<file path="src/rtl/core/qtpd_pkg.sv">
// Package for the transport-parameter decoder: codes, event record, limits.
// No dependencies.
`default_nettype none
package qtpd_pkg;
	localparam int MaxCidBytesDefault      = 20;
	localparam int MaxOtherVersionsDefault = 8;

	typedef enum logic [2:0] {
		EV_INT     = 3'd0,
		EV_CID     = 3'd1,
		EV_CID_NIL = 3'd2,
		EV_VER     = 3'd3,
		EV_NOMIG   = 3'd4,
		EV_END     = 3'd5
	} event_t;

	localparam logic [3:0] PC_ODCID   = 4'd0;
	localparam logic [3:0] PC_MIGR    = 4'd7;
	localparam logic [3:0] PC_ISCID   = 4'd8;
	localparam logic [3:0] PC_RCID    = 4'd9;
	localparam logic [3:0] PC_VERS    = 4'd10;
	localparam logic [3:0] PC_UNKNOWN = 4'd15;

	typedef struct packed {
		event_t      ev;
		logic [3:0]  code;
		logic [61:0] value;
		logic [4:0]  idx;
		logic        lov;
		logic        status;
		logic        lor;
	} result_t;

	// Parameter id to code.
	function automatic logic [3:0] map_id(input logic [63:0] id);
		logic [3:0] c;
		c = PC_UNKNOWN;
		unique case (id)
			64'h00:  c = 4'd0;
			64'h01:  c = 4'd1;
			64'h03:  c = 4'd2;
			64'h04:  c = 4'd3;
			64'h05:  c = 4'd4;
			64'h06:  c = 4'd5;
			64'h08:  c = 4'd6;
			64'h0c:  c = 4'd7;
			64'h0f:  c = 4'd8;
			64'h10:  c = 4'd9;
			64'h11:  c = 4'd10;
			default: c = PC_UNKNOWN;
		endcase
		return c;
	endfunction
endpackage
`default_nettype wire

</file>
<file path="src/rtl/core/qtpd_front.sv">
// Front end: parses bytes and produces up to two result records per beat.
// Depends on qtpd_pkg.
`default_nettype none
module qtpd_front #(
	parameter int MAX_CID_BYTES      = qtpd_pkg::MaxCidBytesDefault,
	parameter int MAX_OTHER_VERSIONS = qtpd_pkg::MaxOtherVersionsDefault
) (
	input  wire logic              clk,
	input  wire logic              arst_n,
	input  wire logic              in_fire,
	input  wire logic [7:0]        data_byte,
	input  wire logic              has_byte,
	input  wire logic              last_item,
	output qtpd_pkg::result_t      res0,
	output qtpd_pkg::result_t      res1,
	output logic [1:0]             res_cnt
);
	import qtpd_pkg::*;

	typedef enum logic [6:0] {
		PH_ID   = 7'b0000001,
		PH_LEN  = 7'b0000010,
		PH_INT  = 7'b0000100,
		PH_CID  = 7'b0001000,
		PH_VER  = 7'b0010000,
		PH_SKIP = 7'b0100000,
		PH_ERR  = 7'b1000000
	} phase_t;

	phase_t      phase_q, ph_n;
	logic [3:0]  vleft_q, vleft_n;
	logic [63:0] vacc_q, vacc_n;
	logic [3:0]  cur_q, cur_n;
	logic [61:0] bleft_q, bleft_n;
	logic [4:0]  eidx_q, eidx_n;
	logic [31:0] wacc_q, wacc_n;
	logic        scid_q, scid_n;
	logic        err_q, err_n;

	logic [3:0]  vt_left;
	logic [63:0] vt_acc;
	logic [61:0] bdec;
	logic [3:0]  first_sz;
	logic        ver_bad;
	result_t     ev, endr;
	logic        ev_v;

	// Varint step on the incoming byte
	always_comb begin
		if (vleft_q == 4'd0) begin
			vt_acc  = {58'd0, data_byte[5:0]};
			vt_left = (4'd1 << data_byte[7:6]) - 4'd1;
		end else begin
			vt_acc  = {vacc_q[55:0], data_byte};
			vt_left = vleft_q - 4'd1;
		end
	end

	assign first_sz = 4'd1 << data_byte[7:6];
	assign bdec     = bleft_q - 62'd1;
	assign ver_bad  = (vt_acc[61:0] < 62'd4) || (vt_acc[1:0] != 2'd0) ||
		((vt_acc[63:2] - 62'd1) > 62'(MAX_OTHER_VERSIONS));

	// Byte handling
	always_comb begin
		ph_n = phase_q; vleft_n = vleft_q; vacc_n = vacc_q; cur_n = cur_q;
		bleft_n = bleft_q; eidx_n = eidx_q; wacc_n = wacc_q;
		scid_n = scid_q; err_n = err_q;
		ev = '0; ev_v = 1'b0;
		ev.code = cur_q; ev.lov = 1'b1;
		if (has_byte) begin
			unique case (phase_q)
				PH_ID: begin
					vleft_n = vt_left; vacc_n = vt_acc;
					if (vt_left == 4'd0) begin
						cur_n = map_id(vt_acc);
						ph_n  = PH_LEN;
					end
				end
				PH_LEN: begin
					vleft_n = vt_left; vacc_n = vt_acc;
					if (vt_left == 4'd0) begin
						bleft_n = vt_acc[61:0]; eidx_n = '0; wacc_n = '0;
						ph_n = PH_ID;
						if (cur_q == PC_MIGR) begin
							if (vt_acc != 64'd0) begin
								err_n = 1'b1; ph_n = PH_ERR;
							end else begin
								ev_v = 1'b1; ev.ev = EV_NOMIG;
							end
						end else if (cur_q == PC_ODCID || cur_q == PC_ISCID ||
							cur_q == PC_RCID) begin
							if (vt_acc > 64'(MAX_CID_BYTES)) begin
								err_n = 1'b1; ph_n = PH_ERR;
							end else begin
								if (cur_q == PC_ISCID) scid_n = (vt_acc != 64'd0);
								if (vt_acc == 64'd0) begin
									ev_v = 1'b1; ev.ev = EV_CID_NIL;
								end else begin
									ph_n = PH_CID;
								end
							end
						end else if (cur_q == PC_VERS) begin
							if (ver_bad) begin
								err_n = 1'b1; ph_n = PH_ERR;
							end else begin
								ph_n = PH_VER;
							end
						end else if (cur_q == PC_UNKNOWN) begin
							if (vt_acc != 64'd0) ph_n = PH_SKIP;
						end else begin
							if (vt_acc == 64'd0) begin
								err_n = 1'b1; ph_n = PH_ERR;
							end else begin
								ph_n = PH_INT;
							end
						end
					end
				end
				PH_INT: begin
					if (vleft_q == 4'd0 && {58'd0, first_sz} != bleft_q) begin
						err_n = 1'b1; ph_n = PH_ERR;
					end else begin
						vleft_n = vt_left; vacc_n = vt_acc;
						if (vt_left == 4'd0) begin
							ev_v = 1'b1; ev.ev = EV_INT; ev.value = vt_acc[61:0];
							ph_n = PH_ID;
						end
					end
				end
				PH_CID: begin
					bleft_n = bdec;
					ev_v = 1'b1; ev.ev = EV_CID; ev.value = {54'd0, data_byte};
					ev.idx = eidx_q; ev.lov = (bdec == 62'd0);
					eidx_n = eidx_q + 5'd1;
					if (bdec == 62'd0) ph_n = PH_ID;
				end
				PH_VER: begin
					wacc_n = {wacc_q[23:0], data_byte};
					bleft_n = bdec;
					if (bdec[1:0] == 2'd0) begin
						if ({wacc_q[23:0], data_byte} == 32'd0) begin
							err_n = 1'b1; ph_n = PH_ERR;
						end else begin
							ev_v = 1'b1; ev.ev = EV_VER;
							ev.value = {30'd0, wacc_q[23:0], data_byte};
							ev.idx = eidx_q; ev.lov = (bdec == 62'd0);
							eidx_n = eidx_q + 5'd1; wacc_n = '0;
							if (bdec == 62'd0) ph_n = PH_ID;
						end
					end
				end
				PH_SKIP: begin
					bleft_n = bdec;
					if (bdec == 62'd0) ph_n = PH_ID;
				end
				PH_ERR: begin
				end
				default: begin
				end
			endcase
		end
		// End status from the updated state
		endr = '0;
		endr.ev = EV_END; endr.lor = 1'b1;
		endr.status = err_n || !(ph_n == PH_ID && vleft_n == 4'd0) || !scid_n;
	end

	// Pack the results
	always_comb begin
		res0 = ev; res1 = endr; res_cnt = 2'd0;
		if (ev_v && last_item) begin
			res_cnt = 2'd2;
		end else if (ev_v) begin
			res0.lor = 1'b1; res_cnt = 2'd1;
		end else if (last_item) begin
			res0 = endr; res_cnt = 2'd1;
		end
	end

	// State registers
	always_ff @(posedge clk or negedge arst_n) begin
		if (!arst_n) begin
			phase_q <= PH_ID; vleft_q <= '0; vacc_q <= '0; cur_q <= '0;
			bleft_q <= '0; eidx_q <= '0; wacc_q <= '0; scid_q <= 1'b0;
			err_q <= 1'b0;
		end else if (in_fire) begin
			if (last_item) begin
				phase_q <= PH_ID; vleft_q <= '0; vacc_q <= '0; cur_q <= '0;
				bleft_q <= '0; eidx_q <= '0; wacc_q <= '0; scid_q <= 1'b0;
				err_q <= 1'b0;
			end else begin
				phase_q <= ph_n; vleft_q <= vleft_n; vacc_q <= vacc_n;
				cur_q <= cur_n; bleft_q <= bleft_n; eidx_q <= eidx_n;
				wacc_q <= wacc_n; scid_q <= scid_n; err_q <= err_n;
			end
		end
	end
endmodule
`default_nettype wire

</file>
<file path="src/rtl/core/qtpd_back.sv">
// Back end: queue of result records; drains one per beat while out_stall is low.
// Depends on qtpd_pkg.
`default_nettype none
module qtpd_back (
	input  wire logic         clk,
	input  wire logic         arst_n,
	input  wire qtpd_pkg::result_t res0,
	input  wire qtpd_pkg::result_t res1,
	input  wire logic [1:0]   res_cnt,
	input  wire logic         in_fire,
	output logic              room,
	output logic              out_valid,
	input  wire logic         out_stall,
	output qtpd_pkg::result_t out_res
);
	import qtpd_pkg::*;

	localparam int Depth = 4;

	result_t    mem_q [Depth];
	logic [1:0] wp_q, rp_q;
	logic [2:0] cnt_q;
	logic       pop;
	logic [2:0] push_n;

	assign room      = (cnt_q <= 3'd2);
	assign out_valid = (cnt_q != 3'd0);
	assign out_res   = mem_q[rp_q];
	assign pop       = out_valid && !out_stall;
	assign push_n    = in_fire ? {1'b0, res_cnt} : 3'd0;

	// Pointers and count
	always_ff @(posedge clk or negedge arst_n) begin
		if (!arst_n) begin
			wp_q <= '0; rp_q <= '0; cnt_q <= '0;
		end else begin
			wp_q  <= wp_q + push_n[1:0];
			rp_q  <= rp_q + {1'b0, pop};
			cnt_q <= cnt_q + push_n - {2'd0, pop};
		end
	end

	// Entry writes
	always_ff @(posedge clk) begin
		if (in_fire && res_cnt != 2'd0) mem_q[wp_q] <= res0;
		if (in_fire && res_cnt == 2'd2) mem_q[wp_q + 2'd1] <= res1;
	end
endmodule
`default_nettype wire

</file>
<file path="src/rtl/core/quic_transport_param_decoder_unit.sv">
// Top level of the transport-parameter decoder: front parser plus result queue.
// Depends on qtpd_pkg, qtpd_front, qtpd_back.
`default_nettype none
// Takes one byte per cycle, back to back; each beat yields zero, one or two
// results, queued in a four-entry buffer that drains one per cycle while
// out_stall is low. Input stalls only when fewer than two entries are free.
module quic_transport_param_decoder_unit #(
	parameter int MAX_CID_BYTES      = qtpd_pkg::MaxCidBytesDefault,
	parameter int MAX_OTHER_VERSIONS = qtpd_pkg::MaxOtherVersionsDefault
) (
	input  wire logic         clk,
	input  wire logic         arst_n,
	input  wire logic         in_valid,
	output logic              in_stall,
	input  wire logic [7:0]   data_byte,
	input  wire logic         has_byte,
	input  wire logic         last_item,
	output logic              out_valid,
	input  wire logic         out_stall,
	output logic [2:0]        event_res,
	output logic [3:0]        param_code,
	output logic [61:0]       value,
	output logic [4:0]        index,
	output logic              last_of_value,
	output logic              status,
	output logic              last_of_run
);
	import qtpd_pkg::*;

	result_t    r0, r1, orr;
	logic [1:0] rc;
	logic       room, fire;

	assign in_stall = !room;
	assign fire     = in_valid && room;

	qtpd_front #(.MAX_CID_BYTES(MAX_CID_BYTES), .MAX_OTHER_VERSIONS(MAX_OTHER_VERSIONS))
	u_front (.clk, .arst_n, .in_fire(fire), .data_byte, .has_byte, .last_item,
		.res0(r0), .res1(r1), .res_cnt(rc));

	qtpd_back u_back (.clk, .arst_n, .res0(r0), .res1(r1), .res_cnt(rc),
		.in_fire(fire), .room, .out_valid, .out_stall, .out_res(orr));

	assign event_res     = orr.ev;
	assign param_code    = orr.code;
	assign value         = orr.value;
	assign index         = orr.idx;
	assign last_of_value = orr.lov;
	assign status        = orr.status;
	assign last_of_run   = orr.lor;
endmodule
`default_nettype wire
</file>
<file path="config.mk">
export PLATFORM = sky130hd
export DESIGN_NAME = quic_transport_param_decoder_unit
export DESIGN_NICKNAME = d
export VERILOG_FILES = /design/src/rtl/core/qtpd_pkg.sv /design/src/rtl/core/qtpd_front.sv /design/src/rtl/core/qtpd_back.sv /design/src/rtl/core/quic_transport_param_decoder_unit.sv
export SDC_FILE = /design/constraint.sdc
export NUM_CORES = 1
export LEC_CHECK = 0
export ABC_AREA = 1
export CAP_MARGIN = 30
export CORE_ASPECT_RATIO = 0.9
export CORE_MARGIN = 5
export CORE_UTILIZATION = 60
export DETAILED_ROUTE_END_ITERATION = 10
export DONT_BUFFER_PORTS = 1
export PLACE_DENSITY = 0.83
export SETUP_SLACK_MARGIN = 0.3
export SYNTH_ARGS = -nofsm -noshare
export SYNTH_HDL_FRONTEND = slang
export SYNTH_SLANG_ARGS = --single-unit
</file>
<file path="constraint.sdc">
create_clock -name clk -period 4.8 [get_ports clk]
set_input_delay 0.48 -clock clk [delete_from_list [all_inputs] [get_ports clk]]
set_output_delay 0.48 -clock clk [all_outputs]
set_load 0.05 [all_outputs]
</file>
==> metrics.txt, run 1 <==
slack of the critical path 0.554 ns; I/O pin cnt 93; layout net count approximately 3600; Max-Cap Viols 0; Core ar. 40800 um2; reg2reg setup slack 0.55 ns; GP Congestion 1.03; Setup-failing EPs final 0; post-synth net total roughly 3600; Reg power frac a little over a quarter; CP Capture Type register; ys async rst share 35.7%; CP dominant cell by count nand2_1; Register-to-Register Path Depth 25; Final Skew 0.0259 ns; ant diodes 0; global-route wire length before repair 130000 um; HP Start data_byte[4]; Crit path arrival time 4.59 ns; Synth Instances 3589; cell leakage power around 0.012 uW; worst skew pair latency 0.60 ns; switching pwr 9620 uW; GR Overflow Total 0; ys flop type dfxtp_1; Crit path depth 25; worst path bufs/invs 2; CP max FO 5; count of yosys warnings during synthesis 0; overall routing resource usage 35.4%; fill count 3569; flops & latches, synth about 480; Pint around 9500 uW; Unique masters post-synth 55; FF/Latch Area 10500 um2; die height about 200 um; residual DRC count 0; Reg-to-Reg End u_back.mem_q[3][1]$_DFFE_PP_; fin crit period 4.25 ns; setup_tns 0 ns; row count 70; Req. time, crit path 5.14 ns; Hold Crit Endpoint u_front.wacc_q[4]$_DFFE_PN0P_; WL/cell 20.2 um; DR vias 25700; clk buf depth 3; top cell type's share of synthesized area 24.5%; r2r startpoint u_front.bleft_q[0]$_DFFE_PN0P_; FMAX 0.236 GHz; switching power share of the total slightly above 50%; Comb pwr share 53.2%; cell taking the most area after synthesis dfxtp_1; post-layout util 67.6%; layout cells sized above 1 7.55%; Hold Vio Cnt, Final 0; die area 45600 um2; post-synthesis sequential area ratio between 40 and 50%; Die W 224 um; Initial DRC Count 3555; worst hold path class input port to register; Setup WS pre-CTS 0.353 ns; RSZ-0062 raised after global routing no; Final Cycle Share 88.5%; EDFF count, synth 4; Post-DP HPWL 56700 um; status complete, no violations; largest net degree at the start of global routing approximately 170; H-tree Lvls 2; TritonRoute pass-1 iters 5; CTS buffer count 47; CTS clock-pin slew for the worst setup and hold paths 0.06 ns; WHS Path Cells 2; CTS tree built; max-slew violations 0; Post-DRT Antenna Nets 0; Clock Sinks 479; slew margin rel. 34.0%; cell class contributing the biggest share of worst-path delay simple AND/OR/NAND/NOR gates; Synth-to-Final Area Change 11.0%; Max VDD drop 0.000595 V; multi-input logic area 12700 um2; number of antenna violations at the first check in global routing 3; Clock Power Share 19.7%; Slew @ Worst Pin 0.982 ns; root buffer selected by CTS clkbuf_16; final wirelength around 84000 um; Final Instance Area 27600 um2; CP peak stage delay 0.44 ns; Starting Density 60.9%; Post-DP Area 25900 um2; most frequent cells in the layout nand2_1, o21ai_0, nor2_1, dfxtp_1, inv_1; Setup CP Type register to register; most common cell after layout, fill and taps aside nand2_1; number of port buffers 0; Fin Hold WS 0.0457 ns; top cells by area, synth dfxtp_1, dfrtp_1, nand2_1, o21ai_0, nor2_1; Avg Vias per Cell approximately 6.2; number of global-route vias before repair 23700; startpoint types register; Cell Pwr Density a little under 700 nW/um2; mapped cell area 24800 um2; Worst path slowest cell dfrtp_1; Avg Cell Area, Syn between 6 and 7 um2
how the worst max path moves through the flow:
stage / startpoint / to / slack (ns)
6_report: u_front.bleft_q[0]$_DFFE_PN0P_ / u_back.mem_q[3][1]$_DFFE_PP_ / 0.55
5_1_grt: u_front.vleft_q[0]$_DFFE_PN0P_ / u_back.cnt_q[2]$_DFF_PN0_ / 0.29
4_1_cts: u_front.vleft_q[1]$_DFFE_PN0P_ / u_back.mem_q[0][22]$_SDFFE_PP0P_ / 0.34
3_5_place_dp: u_front.vleft_q[1]$_DFFE_PN0P_ / u_back.mem_q[0][22]$_SDFFE_PP0P_ / 0.35
3_3_place_gp: u_front.vleft_q[1]$_DFFE_PN0P_ / u_back.mem_q[1][51]$_SDFFE_PP0P_ / 0.20
2_1_floorplan: data_byte[6] / u_back.mem_q[2][1]$_DFFE_PP_ / 1.28
power by group through the flow:
stage / registers (uW) / logic (uW) / clock network (uW)
floorplan: 4980 / 7260 / 0
global placement: 5210 / 9510 / 0
detailed placement: 5210 / 9760 / 0
CTS: 5150 / 9860 / 3780
global route: 5240 / 11000 / 3960
finish: 5190 / 10200 / 3770
flip-flops by register name, summed over array words and instances, names as in the netlist:
name,cells
u_back.wp_q,2
u_front.cur_q,4
u_front.bleft_q,62
u_front.phase_q,7
u_back.mem_q,308
u_front.vacc_q,56
u_front.scid_q,1
u_front.vleft_q,4
u_front.eidx_q,5
u_front.wacc_q,24
u_front.err_q,1
u_back.cnt_q,3
u_back.rp_q,2
cells by family after synthesis:
family                     after synthesis  synth area share, %
and+or+nand+nor                       1612                 26.3
AOI/OAI and AO/OA                      942                 20.9
DFF                                    479                 42.2
buffers and inverters                  475                 7.35
xor gates and xnor gates                61                 2.15
adders and majority gates               20                 1.04
routing by layer:
layer,vias to the layer above,GRT usage [%],part of all wire [%]
met3,238,9.59,13
li1,11900,-,-
met2,1568,52.2,42
met5,-,0,0.027
met1,12000,50.8,41
met4,4,11.7,3.6
synth_stat cells (all sizes together) (2+ instances only):
cell type  instances
a21oi             46
nor3b              2
ha                19
a32o               8
nor2             509
buf               27
nor3              35
inv              274
o21bai             6
nor4              18
and3               2
and2               2
o221ai             4
edfxtp             4
a2bb2oi            2
xor2              48
o211ai            19
nand2            842
nand3            162
o32ai             14
xnor2             13
o22ai            102
a22o              14
o31ai             19
o21ai            688
a211oi             3
a22oi              2
nand4             33
clkinv             3
clkbuf           171
nand3b             5
o2111ai           10
dfxtp            304
dfrtp            170
a31oi              2
what timing repair did:
| item | in CTS | in global routing |
|---|---|---|
| resized for setup | 0 | 14 |
| endpoints found under the setup margin | 0 | 341 |
| hold buffers | 4 | 0 |
| setup buffers | 0 | 1 |
| endpoints found under the hold margin | 175 | 0 |
per-stage QoR:
stage,power (uW),cells
floorplan,12200,3589
global placement,14700,4042
detailed placement,15000,4064
CTS,18800,4156
global route,20200,4158
finish,19100,4158
final cells by class:
type                            instances  share of cell area [%]
Inverter                              277                    3.78
Tap cell                              540                    2.45
Sequential cell                       479                    38.0
Timing Repair Buffer                  138                    4.11
Clock inverter                         17                   0.386
Clock buffer                           71                    5.34
Multi-Input combinational cell       2636                    45.9
(Power assumes the default switching activity.)
==> inputs of run 2 (changes only) <==
Settings changed: RECOVER_POWER set to 100.
==> run 2 against run 1 <==
  * Hold slack worse by 0.0018 ns
  * Utilization shrank 0.77 points
  * Largest cell class unchanged
  * Largest power group unchanged
  * Combinational power fell by 4%
  * Count of clock-buffer cells in the layout stayed put
  * Maximum frequency fell by 7.5%
  * The flow now finishes with violations (max-capacitance violations, max-slew violations)
  * First-iteration DRC count up 3.4%
  * Die area did not move
==> metrics.txt, run 2 (same netlist as run 1, synthesis figures left out) <==
status finished, violations left; violated checks max-capacitance violations, max-slew violations; worst skew pair latency 0.60 ns (about the same); residual DRC count 0 (unchanged); number of port buffers 0 (unchanged); max-slew violations 220 (+220); layout net count 3613 (unchanged); overall routing resource usage 35.4% (unchanged); Biggest register u_back.mem_q; Final Instance Area 27300 um2 (-1.1%); root buffer selected by CTS clkbuf_16; startpoint types register; WL/cell 20.2 um (about the same); GR Overflow Total 0 (unchanged); Non-Filler Instances 4159 (+0.024%); Crit path arrival time 4.11 ns (-0.48 ns); DP Cell Count 4064 (unchanged); fin crit period 4.59 ns (+0.345 ns); Core ar. 40800 um2 (unchanged); I/O pin cnt 93 (unchanged); Setup-failing EPs final 0 (unchanged); CP max FO 80 (+75); most common cell after layout, fill and taps aside nand2_1; cell leakage power 0.0116 uW (-1.1%); row count 70 (unchanged); most frequent cells in the layout nand2_1, o21ai_0, nor2_1, dfxtp_1, inv_1; Clock Sinks 479 (unchanged); die height 203 um (unchanged); final wirelength 84000 um (about the same); DR vias 25900 (+0.49%); Die W 224 um (unchanged); worst hold path class input port to register; H-tree Lvls 2 (unchanged); TritonRoute pass-1 iters 7 (+2); FF/Latch Area 10500 um2 (about the same); largest net degree at the start of global routing 172 (unchanged); multi-input logic area 12600 um2 (-0.28%); setup_tns 0 ns (unchanged); CTS tree built; largest registers u_back.mem_q: 308 flops, u_front.bleft_q: 62 flops, u_front.vacc_q: 56 flops; CP Capture Type output port; Post-DP Area 25900 um2 (unchanged); Setup CP Type register to output port; layout cells sized above 1 6.05% (-1.5 points); CTS buffer count 47 (unchanged); number of global-route vias before repair 23700 (unchanged); max reg flops 308 (unchanged); Req. time, crit path 4.32 ns (-0.82 ns); Final Cycle Share 95.6% (+7.2 points); Post-DRT Antenna Nets 0 (unchanged); Initial DRC Count 3675 (+3.4%); fill count 3653 (+2.4%); Synth-to-Final Area Change 9.75%; Avg Vias per Cell 6.22 (+0.47%); Post-DP HPWL 56700 um (unchanged); Cell Pwr Density 688 nW/um2 (-0.82%); Slew @ Worst Pin 2.45 ns (+1.47 ns); FMAX 0.218 GHz (-7.5%); die area 45600 um2 (unchanged); CTS clock-pin slew for the worst setup and hold paths 0.06 ns (about the same); clk buf depth 3 (unchanged); GP Congestion 1.03 (unchanged); RSZ-0062 raised after global routing no; Max-Cap Viols 3 (+3); global-route wire length before repair 130000 um (unchanged); slew margin rel. -63.4% (-97 points); Final Skew 0.0264 ns (+0.000470 ns); number of antenna violations at the first check in global routing 3 (unchanged); Max VDD drop 0.000537 V (-9.9%); Starting Density 60.9% (unchanged); Hold Vio Cnt, Final 0 (unchanged)
-- run 2: changes by cell type in the layout (fill, tap and decap cells not counted), moves of 6 or more --
cell	previous run	this run
inv_2	17	10
buf_4	129	50
o21ai_0	531	667
inv_1	256	262
clkbuf_2	0	40
clkbuf_1	9	48
o21ai_1	156	20
-- run 2: power breakdown --
group / internal [uW] / total, uW / switching [uW]
Sequential: 4550 / 5190 / 638
Combinational: 2500 / 9800 / 7310
Clock: 2130 / 3770 / 1630
Total: 9180 / 18800 / 9580
-- run 2: through the flow --
step           setup WS (ns)  power (uW)  utilization, %  hold WS (ns)
5_1_grt                0.144       19800            66.8        0.0539
6_report               0.209       18800            66.8        0.0440
3_3_place_gp           0.200       14700            62.9         0.202
4_1_cts                0.338       18800            67.4        0.0302
3_5_place_dp           0.353       15000            63.4         0.200
2_1_floorplan           1.28       12200               -         0.184
-- run 2: cell type report --
class | instances | area share [%]
multi-input combinational | 2636 | 46.3
clock inverter | 17 | 0.390
antenna | 1 | 0.00918
sequential | 479 | 38.5
timing repair buffer | 138 | 3.13
inverter | 277 | 3.82
clock buffer | 71 | 5.40
tap | 540 | 2.48
-- run 2: final timing paths --
path	start	endpoint	slack [ns]	depth (start not counted)
worst max-delay path	u_back.rp_q[0]$_DFF_PN0_	value[32]	0.21	4
worst min-delay path	data_byte[4]	u_front.wacc_q[4]$_DFFE_PN0P_	0.04	2
worst max register to register	u_front.vleft_q[0]$_DFFE_PN0P_	u_back.mem_q[3][1]$_DFFE_PP_	0.34	18
worst min register to register	u_back.mem_q[2][6]$_SDFFE_PP0P_	u_back.mem_q[2][6]$_SDFFE_PP0P_	0.45	2
max in group asynchronous	arst_n	u_front.err_q$_DFFE_PN0P_	2.02	2
min in group asynchronous	arst_n	u_front.bleft_q[0]$_DFFE_PN0P_	1.17	2
-- run 2: layer usage --
| metal | share of wire, % | wire (um) | up-vias | global-route usage, % |
|---|---|---|---|---|
| met5 | 0.013 | 11 | - | 0 |
| met4 | 3.6 | 3030 | 2 | 11.7 |
| met2 | 42 | 35500 | 1613 | 52.2 |
| met3 | 13 | 11000 | 249 | 9.59 |
| met1 | 41 | 34500 | 12100 | 50.8 |
| li1 | - | - | 11900 | - |
-- run 2: repair_timing --
item                                    in CTS  in global routing
endpoints found under the setup margin       0                341
hold buffers                                 4                  0
resized for setup                            0                 14
buffers inserted                             0                  1
endpoints found under the hold margin      175                  0
-- run 2: critical path: stages, from the launching register on --
cell and delay (ns):
dfrtp_1 1.52, clkbuf_4 0.98, o21ai_0 0.18, o22ai_1 0.27, clkbuf_1 0.51
